==> src/design/bar_pkg.sv <==
// Shared types and constants of the bias auto-ranging resistance unit.
package bar_pkg;

  // Field widths
  localparam int unsigned CodeW  = 12;  // ADC code
  localparam int unsigned ProdW  = 24;  // code * volt step
  localparam int unsigned LimW   = 21;  // limits, reported voltage and resistance
  localparam int unsigned IdxW   = 4;   // bias index
  localparam int unsigned UaW    = 7;   // bias current in uA
  localparam int unsigned TryW   = 7;   // try counter
  localparam int unsigned CfgIdxW = 3;

  // Iterations of the shared unit
  localparam int unsigned MulSteps = CodeW;
  localparam int unsigned DivSteps = ProdW;
  localparam int unsigned CntW     = 5;

  // Register reset values
  localparam logic [LimW-1:0]  LowLimitRst  = 21'd300000;
  localparam logic [LimW-1:0]  HighLimitRst = 21'd1250000;
  localparam logic [CodeW-1:0] VoltStepRst  = 12'd342;
  localparam logic [IdxW-1:0]  StartIdxRst  = 4'd6;
  localparam logic [TryW-1:0]  MaxTriesRst  = 7'd16;

  // Register indexes on the configuration port
  typedef enum logic [CfgIdxW-1:0] {
    REG_LOW_LIMIT  = 3'd0,
    REG_HIGH_LIMIT = 3'd1,
    REG_VOLT_STEP  = 3'd2,
    REG_START_IDX  = 3'd3,
    REG_MAX_TRIES  = 3'd4
  } reg_idx_t;

  typedef struct packed {
    logic [LimW-1:0]  low_limit_uv;
    logic [LimW-1:0]  high_limit_uv;
    logic [CodeW-1:0] volt_step_uv;
    logic [IdxW-1:0]  start_index;
    logic [TryW-1:0]  max_tries;
  } cfg_t;

  // Shared arithmetic unit operations
  typedef enum logic {
    OP_MUL = 1'b0,
    OP_DIV = 1'b1
  } op_t;

  typedef struct packed {
    logic              start;
    op_t               op;
    logic [ProdW-1:0]  a;  // multiplicand or dividend
    logic [CodeW-1:0]  b;  // multiplier or divisor
  } unit_cmd_t;

  typedef struct packed {
    logic              done;
    logic [ProdW-1:0]  result;
  } unit_rsp_t;

endpackage

==> src/design/bar_cfg.sv <==
// Configuration registers of the bias auto-ranging resistance unit.
module bar_cfg (
  input  logic                        clk,
  input  logic                        rst,
  input  logic                        cfg_write,
  input  logic [bar_pkg::CfgIdxW-1:0] cfg_index,
  input  logic [bar_pkg::LimW-1:0]    cfg_data,
  output bar_pkg::cfg_t               cfg
);

  // Register file, written one register per transfer
  always_ff @(posedge clk) begin
    if (rst) begin
      cfg.low_limit_uv  <= bar_pkg::LowLimitRst;
      cfg.high_limit_uv <= bar_pkg::HighLimitRst;
      cfg.volt_step_uv  <= bar_pkg::VoltStepRst;
      cfg.start_index   <= bar_pkg::StartIdxRst;
      cfg.max_tries     <= bar_pkg::MaxTriesRst;
    end else if (cfg_write) begin
      case (cfg_index)
        bar_pkg::REG_LOW_LIMIT:  cfg.low_limit_uv  <= cfg_data;
        bar_pkg::REG_HIGH_LIMIT: cfg.high_limit_uv <= cfg_data;
        bar_pkg::REG_VOLT_STEP:  cfg.volt_step_uv  <= cfg_data[bar_pkg::CodeW-1:0];
        bar_pkg::REG_START_IDX:  cfg.start_index   <= cfg_data[bar_pkg::IdxW-1:0];
        bar_pkg::REG_MAX_TRIES:  cfg.max_tries     <= cfg_data[bar_pkg::TryW-1:0];
        default: ;
      endcase
    end
  end

endmodule

==> src/design/bar_muldiv.sv <==
// Shared iterative unit: shift-add multiply and restoring divide on one adder.
module bar_muldiv (
  input  logic                clk,
  input  logic                rst,
  input  bar_pkg::unit_cmd_t  cmd,
  output bar_pkg::unit_rsp_t  rsp
);

  localparam int unsigned PW = bar_pkg::ProdW;
  localparam int unsigned CW = bar_pkg::CodeW;
  localparam int unsigned UW = bar_pkg::UaW;
  localparam logic [bar_pkg::CntW-1:0] MulLast = bar_pkg::CntW'(bar_pkg::MulSteps - 1);
  localparam logic [bar_pkg::CntW-1:0] DivLast = bar_pkg::CntW'(bar_pkg::DivSteps - 1);

  logic                     running;
  logic                     done;
  bar_pkg::op_t             op;
  logic [bar_pkg::CntW-1:0] cnt;
  logic [PW-1:0]            acc;   // product, or dividend/quotient
  logic [PW-1:0]            mcand; // shifted multiplicand
  logic [CW-1:0]            mplr;  // multiplier bits, or divisor
  logic [UW-1:0]            rem;

  logic [UW:0]   rem_shift;
  logic [PW-1:0] add_a;
  logic [PW-1:0] add_b;
  logic          add_cin;
  logic [PW:0]   sum;
  logic          last;

  // Operand select for the one adder
  always_comb begin
    rem_shift = {rem, acc[PW-1]};
    if (op == bar_pkg::OP_MUL) begin
      add_a   = acc;
      add_b   = mcand;
      add_cin = 1'b0;
    end else begin
      add_a   = {{(PW-UW-1){1'b0}}, rem_shift};
      add_b   = ~{{(PW-UW){1'b0}}, mplr[UW-1:0]};
      add_cin = 1'b1;
    end
    sum  = {1'b0, add_a} + {1'b0, add_b} + {{PW{1'b0}}, add_cin};
    last = (op == bar_pkg::OP_MUL) ? (cnt == MulLast) : (cnt == DivLast);
  end

  // Control
  always_ff @(posedge clk) begin
    if (rst) begin
      running <= 1'b0;
      done    <= 1'b0;
      cnt     <= '0;
    end else begin
      done <= 1'b0;
      if (cmd.start) begin
        running <= 1'b1;
        cnt     <= '0;
      end else if (running) begin
        cnt <= cnt + 1'b1;
        if (last) begin
          running <= 1'b0;
          done    <= 1'b1;
        end
      end
    end
  end

  // Datapath, one bit per cycle
  always_ff @(posedge clk) begin
    if (cmd.start) begin
      op <= cmd.op;
      if (cmd.op == bar_pkg::OP_MUL) begin
        acc   <= '0;
        mcand <= cmd.a;
      end else begin
        acc   <= cmd.a;
        mcand <= '0;
      end
      mplr <= cmd.b;
      rem  <= '0;
    end else if (running) begin
      if (op == bar_pkg::OP_MUL) begin
        if (mplr[0]) acc <= sum[PW-1:0];
        mcand <= {mcand[PW-2:0], 1'b0};
        mplr  <= {1'b0, mplr[CW-1:1]};
      end else if (sum[PW]) begin
        rem <= sum[UW-1:0];
        acc <= {acc[PW-2:0], 1'b1};
      end else begin
        rem <= rem_shift[UW-1:0];
        acc <= {acc[PW-2:0], 1'b0};
      end
    end
  end

  assign rsp.done   = done;
  assign rsp.result = acc;

endmodule

==> src/design/bias_autorange_resistance_unit.sv <==
// Bias auto-ranging resistance unit: sequencer, output register and checks.
//
// A start transfer (action 0) selects an ADC input, loads the bias index from
// start_index and, through the output state, raises out_valid with the first
// bias code. Each sample transfer (action 1) forms the 12-bit code, multiplies
// it by volt_step_uv, steps the bias index down or up against the limits, and
// returns either the next bias code or the finished measurement with
// resistance = voltage / (1 + 5*index). All arithmetic runs on one shared
// adder. A sample that continues ranging passes the multiply, evaluate and
// output states, and one that finishes also passes the divide state before the
// output state. in_stall stays high while an item is in work and drops in the
// cycle out_valid rises, so no new item is taken before the last one has
// reached the output registers; while out_stall holds the previous result, the
// sequencer waits in its output state. A sample that arrives with no
// measurement under way is taken and gives no result. Voltage and resistance
// saturate at 2097151. Write configuration only while idle.
module bias_autorange_resistance_unit (
  input  logic                        clk,
  input  logic                        rst,
  // configuration
  input  logic                        cfg_write,
  input  logic [bar_pkg::CfgIdxW-1:0] cfg_index,
  input  logic [bar_pkg::LimW-1:0]    cfg_data,
  // input channel
  input  logic                        in_valid,
  output logic                        in_stall,
  input  logic                        action,
  input  logic [1:0]                  adc_select,
  input  logic [7:0]                  sample_hi,
  input  logic [7:0]                  sample_lo,
  // output channel
  output logic                        out_valid,
  input  logic                        out_stall,
  output logic                        kind,
  output logic [1:0]                  adc_number,
  output logic [bar_pkg::IdxW-1:0]    bias_code,
  output logic [bar_pkg::UaW-1:0]     bias_ua,
  output logic [bar_pkg::LimW-1:0]    voltage_uv,
  output logic [bar_pkg::LimW-1:0]    resistance_ohm,
  output logic                        at_limit
);

  localparam int unsigned PW = bar_pkg::ProdW;
  localparam int unsigned LW = bar_pkg::LimW;
  localparam int unsigned IW = bar_pkg::IdxW;
  localparam int unsigned UW = bar_pkg::UaW;
  localparam int unsigned TW = bar_pkg::TryW;

  typedef enum logic [4:0] {
    S_IDLE = 5'b00001,
    S_MUL  = 5'b00010,
    S_EVAL = 5'b00100,
    S_DIV  = 5'b01000,
    S_OUT  = 5'b10000
  } state_t;

  bar_pkg::cfg_t      cfg;
  bar_pkg::unit_cmd_t unit_cmd;
  bar_pkg::unit_rsp_t unit_rsp;

  state_t state, state_next;

  // measurement state
  logic          meas_busy;
  logic [IW-1:0] bias_index;
  logic [TW-1:0] tries_used;
  logic [1:0]    selected_adc;
  logic [PW-1:0] volt;

  // pending result
  logic          res_kind;
  logic [IW-1:0] res_code;
  logic [UW-1:0] res_ua;
  logic [LW-1:0] res_volt;
  logic [LW-1:0] res_ohm;
  logic          res_lim;

  logic in_xfer, out_xfer, out_free;
  logic [UW-1:0] cur_ua;
  logic [UW-1:0] start_ua;
  logic below, above, finish, lim_flag;
  logic [IW-1:0] idx_new;
  logic [TW-1:0] tries_inc, tries_lim;
  logic [LW-1:0] volt_sat;

  bar_cfg u_cfg (
    .clk       (clk),
    .rst       (rst),
    .cfg_write (cfg_write),
    .cfg_index (cfg_index),
    .cfg_data  (cfg_data),
    .cfg       (cfg)
  );

  bar_muldiv u_muldiv (
    .clk (clk),
    .rst (rst),
    .cmd (unit_cmd),
    .rsp (unit_rsp)
  );

  assign in_stall = (state != S_IDLE);
  assign in_xfer  = in_valid && !in_stall;
  assign out_xfer = out_valid && !out_stall;
  assign out_free = !out_valid || !out_stall;

  // bias current 1 + 5*index
  assign cur_ua   = UW'({bias_index, 2'b00}) + UW'(bias_index) + UW'(1);
  assign start_ua = UW'({cfg.start_index, 2'b00}) + UW'(cfg.start_index) + UW'(1);
  assign volt_sat = (volt[PW-1:LW] != '0) ? {LW{1'b1}} : volt[LW-1:0];

  // Range decision on the measured voltage
  always_comb begin
    below     = volt < PW'(cfg.low_limit_uv);
    above     = volt > PW'(cfg.high_limit_uv);
    tries_inc = (tries_used == {TW{1'b1}}) ? tries_used : tries_used + 1'b1;
    tries_lim = (cfg.max_tries == '0) ? TW'(1) : cfg.max_tries;
    finish    = 1'b0;
    lim_flag  = 1'b0;
    idx_new   = bias_index;
    if (below) begin
      if (bias_index == {IW{1'b1}}) begin
        finish   = 1'b1;
        lim_flag = 1'b1;
      end else begin
        idx_new = bias_index + 1'b1;
      end
    end else if (above) begin
      if (bias_index == '0) begin
        finish   = 1'b1;
        lim_flag = 1'b1;
      end else begin
        idx_new = bias_index - 1'b1;
      end
    end else begin
      finish = 1'b1;
    end
    // out of tries: finish at the last measured index
    if (!finish && tries_inc >= tries_lim) begin
      finish   = 1'b1;
      lim_flag = 1'b1;
      idx_new  = bias_index;
    end
  end

  // Commands to the shared unit
  always_comb begin
    unit_cmd.start = 1'b0;
    unit_cmd.op    = bar_pkg::OP_MUL;
    unit_cmd.a     = PW'({sample_hi, sample_lo[3:0]});
    unit_cmd.b     = cfg.volt_step_uv;
    if (state == S_IDLE) begin
      unit_cmd.start = in_xfer && action && meas_busy;
    end else if (state == S_EVAL) begin
      unit_cmd.start = finish;
      unit_cmd.op    = bar_pkg::OP_DIV;
      unit_cmd.a     = volt;
      unit_cmd.b     = bar_pkg::CodeW'(cur_ua);
    end
  end

  // Sequencer next state
  always_comb begin
    state_next = state;
    case (state)
      S_IDLE: begin
        if (in_xfer) begin
          if (!action) state_next = S_OUT;
          else if (meas_busy) state_next = S_MUL;
        end
      end
      S_MUL:  if (unit_rsp.done) state_next = S_EVAL;
      S_EVAL: state_next = finish ? S_DIV : S_OUT;
      S_DIV:  if (unit_rsp.done) state_next = S_OUT;
      S_OUT:  if (out_free) state_next = S_IDLE;
      default: state_next = S_IDLE;
    endcase
  end

  // Control registers
  always_ff @(posedge clk) begin
    if (rst) begin
      state        <= S_IDLE;
      meas_busy    <= 1'b0;
      bias_index   <= '0;
      tries_used   <= '0;
      selected_adc <= '0;
      out_valid    <= 1'b0;
    end else begin
      state <= state_next;
      if (state == S_IDLE && in_xfer && !action) begin
        meas_busy    <= 1'b1;
        selected_adc <= adc_select;
        bias_index   <= cfg.start_index;
        tries_used   <= '0;
      end
      if (state == S_EVAL) begin
        tries_used <= tries_inc;
        bias_index <= idx_new;
        if (finish) meas_busy <= 1'b0;
      end
      if (state == S_OUT && out_free) out_valid <= 1'b1;
      else if (out_xfer) out_valid <= 1'b0;
    end
  end

  // Result and payload registers
  always_ff @(posedge clk) begin
    if (state == S_IDLE && in_xfer && !action) begin
      res_kind <= 1'b0;
      res_code <= cfg.start_index;
      res_ua   <= start_ua;
      res_volt <= '0;
      res_ohm  <= '0;
      res_lim  <= 1'b0;
    end
    if (state == S_MUL && unit_rsp.done) volt <= unit_rsp.result;
    if (state == S_EVAL) begin
      res_kind <= finish;
      res_code <= idx_new;
      res_ua   <= cur_ua;
      res_volt <= volt_sat;
      res_ohm  <= '0;
      res_lim  <= lim_flag;
    end
    if (state == S_DIV && unit_rsp.done) begin
      res_ohm <= (unit_rsp.result[PW-1:LW] != '0) ? {LW{1'b1}} : unit_rsp.result[LW-1:0];
    end
    if (state == S_OUT && out_free) begin
      kind           <= res_kind;
      adc_number     <= selected_adc;
      bias_code      <= res_code;
      bias_ua        <= res_ua;
      voltage_uv     <= res_volt;
      resistance_ohm <= res_ohm;
      at_limit       <= res_lim;
    end
  end

`ifndef ASSERT_OFF
  // the shared unit only reports while the sequencer waits on it
  assert property (@(posedge clk) disable iff (rst)
    unit_rsp.done |-> (state == S_MUL || state == S_DIV))
    else $error("arithmetic unit done outside MUL/DIV");

  // a bias update never carries a resistance or a limit flag
  assert property (@(posedge clk) disable iff (rst)
    out_valid && !kind |-> (resistance_ohm == '0 && !at_limit))
    else $error("bias update with resistance or limit flag");

  // a finished result reports the current of its own bias code
  assert property (@(posedge clk) disable iff (rst)
    out_valid && kind |-> bias_ua == UW'({bias_code, 2'b00}) + UW'(bias_code) + UW'(1))
    else $error("finished result with inconsistent bias current");

  // the divider runs only on a finishing sample
  assert property (@(posedge clk) disable iff (rst)
    state == S_DIV |-> !meas_busy)
    else $error("divide while measurement still ranging");
`endif

endmodule
==> config.mk <==
export PLATFORM = sky130hd
export DESIGN_NAME = bias_autorange_resistance_unit
export DESIGN_NICKNAME = d
export VERILOG_FILES = /design/src/design/bar_pkg.sv /design/src/design/bar_cfg.sv /design/src/design/bar_muldiv.sv /design/src/design/bias_autorange_resistance_unit.sv
export SDC_FILE = /design/constraint.sdc
export NUM_CORES = 1
export LEC_CHECK = 0
export BUFFER_PORTS_ARGS = -buffer_cell sky130_fd_sc_hd__buf_2
export CAP_MARGIN = 20
export CORE_MARGIN = 3
export CORE_UTILIZATION = 30
export DETAILED_ROUTE_END_ITERATION = 8
export HOLD_SLACK_MARGIN = 0.05
export PLACE_DENSITY = 0.51
export RECOVER_POWER = 100
export REMOVE_ABC_BUFFERS = 1
export SLEW_MARGIN = 20
export SYNTH_ARGS = -nofsm -noshare
export SYNTH_HDL_FRONTEND = slang
export SYNTH_SLANG_ARGS = --single-unit
==> constraint.sdc <==
create_clock -name clk -period 5.2 [get_ports clk]
set_input_delay 0.26 -clock clk [delete_from_list [all_inputs] [get_ports clk]]
set_output_delay 0.26 -clock clk [all_outputs]
set_load 0.02 [all_outputs]
; ---- Word level (Yosys, flattened, before mapping)
; Cells that the tools add are included.
[totals]
reg_bits = 296
latchBits = 0
ramBits = 0
romBits = 0
out_inout_bits = 59
word_cells = 173
n_memories = 0
[classes]
add_sub_neg = 10
mul = 0
div = 0
magnitude_cmp = 3
n_eq_ne = 20
shifts = 0
n_mux = 68
bitwise_logic = 2
reduce_logical = 37
[ops]
columns = op, count
row1 = 24-bit 2-to-1 mux, 11
row2 = 21-bit 2-to-1 mux, 6
row3 = 7-bit 2-to-1 mux, 7
row4 = 38-bit 2-to-1 mux, 1
row5 = 37-bit 2-to-1 mux, 1
row6 = 12-bit 2-to-1 mux, 3
row7 = 5-bit 2-to-1 mux, 7
row8 = 4-bit 2-to-1 mux, 7
row9 = 24-bit by 24-bit adder with 25-bit output, 1
row10 = 25-bit by 1-bit adder with 25-bit output, 1
row11 = 5-bit case mux with 5 select lines, 1
row12 = 24-bit by 21-bit greater-than comparator with 1-bit output, 1
row13 = 24-bit by 21-bit less-than comparator with 1-bit output, 1
row14 = 1-bit 2-to-1 mux, 24
row15 = 7-bit NOT with 24-bit output, 1
row16 = 7-bit by 1-bit adder with 7-bit output (second input constant), 3
row17 = 2-bit AND reduction, 8
row18 = 6-bit by 4-bit adder with 7-bit output, 2
row19 = 3-bit nonzero test, 4
row20 = 5-bit by 4-bit equality test with 1-bit output (second input constant), 2
row21 = 5-bit equality test (second input constant), 2
row22 = 1-bit logical AND, 10
row23 = 7-bit equality test (second input constant), 1
row24 = 7-bit >= comparator, 1
row25 = other kinds (24), 34

; ---- Logic depth before layout (Yosys ltp)
[depth]
word_depth = 11
mapped_depth = 19
depth_no_buf = 17

; ---- Cells and area by module
; From an unflattened synthesis, not the netlist that was laid out.
[hier_totals]
cells_unflattened = 1506
hier_area_um2 = 15471.1
[modules_own_cells]
columns = module, instances, cells_per_inst, area_each_um2, seq_area_each_um2
row1 = bias_autorange_resistance_unit, 1, 690, 7754.9, 4484.3
row2 = bar_muldiv, 1, 558, 5028.6, 2112.0
row3 = bar_cfg, 1, 258, 2687.6, 1301.2

; ---- Worst setup path before layout
; OpenSTA, ideal clock, no wires.
[synth_path]
path_kind = reg-to-reg
startpoint = register tries_used[0]
endpoint = register u_muldiv.mcand[0], enable pin
setup_ns = 0.706
arrival_time_ns = 4.323
required_ns = 4.494
setup_slack_ns = 0.170
path_stages_with_launch = 16
n_path_buf = 1
path_cell_list = dfxtp_1 ha_1 nand3_1 nor2_1 nand2_1 mux2_2 ha_1 a211oi_1 o31ai_1 a31oi_1 inv_1 nor4_4 nor2_1 nor2_4 clkbuf_1 o21ai_0
[synth_via]
elab_chain_len = 9
[synth_lines]
columns = item, line
row1 = start: declaration, bias_autorange_resistance_unit.sv:66  ; logic [TW-1:0] tries_used;
row2 = start signal: assignment, bias_autorange_resistance_unit.sv:198  ; tries_used <= tries_inc;
row3 = 7-bit by 1-bit adder with 7-bit output or 7-bit equality test (tied branches), bias_autorange_resistance_unit.sv:116  ; tries_inc = (tries_used == {TW{1'b1}}) ? tries_used : tries_used + 1'b1;
row4 = 7-bit 2-to-1 mux *, bias_autorange_resistance_unit.sv:116
row5 = 7-bit >= comparator *, bias_autorange_resistance_unit.sv:139  ; if (!finish && tries_inc >= tries_lim) begin
row6 = 1-bit logical AND *, bias_autorange_resistance_unit.sv:139
row7 = 1-bit 2-to-1 mux *, bias_autorange_resistance_unit.sv:139
row8 = 38-bit 2-to-1 mux *, bias_autorange_resistance_unit.sv:154  ; end else if (state == S_EVAL) begin
row9 = 1-bit 2-to-1 mux *, bias_autorange_resistance_unit.sv:152  ; if (state == S_IDLE) begin
row10 = 2-bit by 1-bit inequality test with 1-bit output (no line) or 2-bit nonzero test (tied branches), -
row11 = 2-bit AND reduction (no line) *, -
row12 = end signal: assignment, bar_muldiv.sv:74  ; mcand <= cmd.a;
row13 = end signal: assignment, bar_muldiv.sv:84  ; mcand <= {mcand[PW-2:0], 1'b0};
row14 = end: declaration, bar_muldiv.sv:20  ; logic [PW-1:0] mcand;
; Every way passes the cells marked *; elsewhere a longest branch is shown, timed or not.
; A chain may end at the register's enable or synchronous reset.

; ---- Final worst setup path
[layout_path]
startpoint = register state[0]
endpoint = register u_muldiv.mplr[3] (data pin)
[layout_via]
elab_chain_len = 7
[layout_lines]
columns = item, line
row1 = start: declaration, bias_autorange_resistance_unit.sv:61  ; state_t state, state_next;
row2 = start signal: assignment, bias_autorange_resistance_unit.sv:190  ; state <= state_next;
row3 = 5-bit by 1-bit inequality test with 1-bit output, bias_autorange_resistance_unit.sv:102  ; assign in_stall = (state != S_IDLE);
row4 = 1-bit zero test, bias_autorange_resistance_unit.sv:103  ; assign in_xfer = in_valid && !in_stall;
row5 = 1-bit logical AND, bias_autorange_resistance_unit.sv:103
row6 = 1-bit logical AND (2 in series), bias_autorange_resistance_unit.sv:153  ; unit_cmd.start = in_xfer && action && meas_busy;
row7 = 1-bit 2-to-1 mux, bias_autorange_resistance_unit.sv:152
row8 = 12-bit 2-to-1 mux *, bar_muldiv.sv:70  ; if (cmd.start) begin
row9 = end signal: assignment, bar_muldiv.sv:79  ; mplr <= cmd.b;
row10 = end signal: assignment, bar_muldiv.sv:85  ; mplr <= {1'b0, mplr[CW-1:1]};
row11 = end: declaration, bar_muldiv.sv:21  ; logic [CW-1:0] mplr;
; Marks and branches as above.

==> reports/summary.txt <==
Status -> complete, but fails checks
Failing checks -> max-capacitance violations, max-slew violations
Dpl hpwl -> 27.1 mm
Layout cells sized above 1 -> 0.0959
Data required, critical path -> 5.53 ns
I/O Buffers -> 102
Final wirelength -> 37.9 mm
CTS Sinks -> 296
Delay-heaviest family, CP -> buffers and inverters
Post-synth top cells -> edfxtp_1 (197), nand2_1 (181), nor2_1 (156)
Via count -> 10700
Tcrit/Tclk final -> 0.908
Hold Path Class -> in -> reg
Pwr dens -> 345 nW/um^2
Clock power share -> 0.401
Die area -> 51100 sq um
Post-synth EDFFs -> 197
Worst Skew -> 0.00976 ns
Flops & latches, synth -> 296
Vias in the first global route -> 10600
DRT Pass-1 Iters -> 5
Synthesis-to-layout area growth -> 16.9%
Starting DRC count in detailed routing -> 807
Post-CTS sizing -> 0
Total power -> 5.86 mW
Worst Path Max Fanout -> 52
Worst-margin pin slew -> 3.88 ns
Depth of the worst hold-timing path -> 3
Worst setup SP type -> flip-flop
Gr usage total -> 0.148
Max stage delay on crit path -> 1.85 ns
Sequential power share -> 0.465
CTS root buf -> clkbuf_16
Critical path class -> reg -> reg
WP depth -> 7
Largest net degree at the start of global routing -> 83
Max-cap violations -> 5
Mapped cell area -> 14500 sq um
WP data arrival -> 5.05 ns
Area of the core -> 47100 sq um
Cell with the most instances after synthesis -> edfxtp_1
Synth warn -> 0
RSZ-0062 raised after global routing -> false
Cts hold-fix bufs -> 31
Worst R2R Path Depth -> 7
Final Hold Vio Count -> 0
H-tree levels -> 2
Static Leakage -> 6.22 nW
Setup TNS -> 0 ns
Worst path most repeated cell -> clkbuf_1
Leading post-synthesis cells by cell area -> edfxtp_1 (41%), dfxtp_1 (14%), ha_1 (6.9%)
Asr flop ratio synth -> 0
Layout Nets -> 1680
Combinational power share -> 0.134
Peak supply drop -> 0.000162 V
Mean cell area of the mapped netlist -> 10.2 sq um
Crit path capture type -> flip-flop
Die Ht -> 226 um
Sequential cell area fraction in the yosys report -> 0.544
CTS buffer count -> 35
Slowest-stage cell, CP -> clkbuf_1
Setup Buffers After CTS -> 0
Gate count after technology mapping -> 1425
Vias per cell -> 4.92
Worst-Skew Late Latency -> 0.52 ns
Critical-path cell list -> nor3_1 -> nand3b_1 -> clkbuf_1 -> clkinv_1 -> clkbuf_1 -> nand2_1 -> a31oi_1
Largest area contributor in the netlist -> edfxtp_1
Diodes inserted -> 0
Routed Antenna Nets -> 0
Distinct cell type count after synthesis -> 67
Switching Power -> 1.50 mW
Max transition margin -> -1.59
Routed len/inst -> 17.4 um
Clock buffer depth -> 3
Prevailing post-synth register cell -> edfxtp_1
Crit path buffers/inverters -> 3
Layout fillers -> 4712
Slew Limit Fails -> 251
Routability cong. -> 0.838
Switching Share -> 0.256
Number of placed I/O pins -> 107
# DRC -> 0
Chip width -> 226 um
Final setup vio count -> 0
Initial core utilization -> 0.308
Initial antenna violation count -> 0
Rows -> 79
CTS tree -> done
Crit path time final -> 4.72 ns
First-pass GRT wire length -> 59.4 mm
Worst-path clk slew -> 0.06 ns
Fmax achieved -> 0.212 GHz
Gr ovfl total -> 0
Top cell type's share of synthesized area -> 0.407
Power Internal -> 4.36 mW
cell families (layout without fill, tap and decap cells):
kind of cell	count (synthesis)	after routing	share of synthesized area
AOI/OAI and AO/OA	321	321	0.139
xor gates and xnor gates	35	35	0.0211
adders and majority gates	82	82	0.0717
buffers and inverters	137	286	0.0373
DFF	296	296	0.544
muxes	31	31	0.0223
and+or+nand+nor	523	523	0.165
cells in the final DEF, fill, tap and decap left out, types with 20 or more instances in the layout:
master and instances:
clkbuf_1 80, nand3_1 44, ha_1 80, nor3_1 21, edfxtp_1 197, nand2_1 181, or2_2 22, o21ai_0 71
nor2_1 154, inv_1 66, dlygate4sd3_1 31, o21a_1 24, clkbuf_16 37, xnor2_1 22, buf_2 41, mux2i_1 20
dfxtp_1 99, a21oi_1 109, nor2b_1 25
power by group through the flow:
stage	sequential, mW	combinational, mW	clock, mW
2_1_floorplan	2.76	0.538	0
6_report	2.72	0.786	2.35
3_5_place_dp	2.77	0.781	0
5_1_grt	2.74	0.887	2.50
3_3_place_gp	2.76	0.769	0
4_1_cts	2.72	0.804	2.42
final timing paths:
check                          end         from  slack [ns]
setup / recovery  u_muldiv.mplr[3]     state[0]        0.48
hold / removal       u_cfg.cfg[46]  cfg_data[2]        0.08
setup reg to reg  u_muldiv.mplr[3]     state[0]        0.48
hold reg to reg         bias_ua[5]    res_ua[5]        0.42
tightest hold or removal path: stages:
cell     delay, ns
buf_2         0.16
nand2_1       0.07
a21oi_1       0.05
sequential cells by signal, indices dropped and copies added, names as in the netlist, 7 cells and up:
register,flops
tries_used,7
bias_ua,7
u_cfg.cfg,65
u_muldiv.mcand,24
res_volt,21
resistance_ohm,21
res_ua,7
volt,24
res_ohm,21
voltage_uv,21
u_muldiv.acc,24
u_muldiv.rem,7
u_muldiv.mplr,12
routing by layer:
layer	vias up	part of all wire	wire [um]	global-route usage
met1	5101	0.47	17800	0.202
met2	250	0.45	17100	0.243
met4	0	0.026	979	0.0452
met3	67	0.053	2000	0.0233
met5	-	0	0	0
li1	5310	-	-	-
stage by stage:
step                      std cells  utilization  cell area, sq um  hold WS, ns  setup WS (ns)
after CTS                      2181        0.363             17100       0.0533          0.696
after floorplan                1356            -             14200        0.329         0.0339
after detailed placement       2089        0.333             15700        0.405          0.715
after global placement         2089        0.333             15700        0.402          0.735
after global routing           2181        0.360             17000       0.0787          0.190
final                          2181        0.360             17000       0.0795          0.480
cell type report:
cell class                 count  area (sq um)  area share
tap                          607           759      0.0448
sequential                   296          7900       0.465
multi-input combinational    992          6090       0.359
inverter                      68           255      0.0150
clock inverter                15           126     0.00745
timing repair buffer         157           877      0.0517
clock buffer                  46           960      0.0566
(Power assumes the default switching activity.)
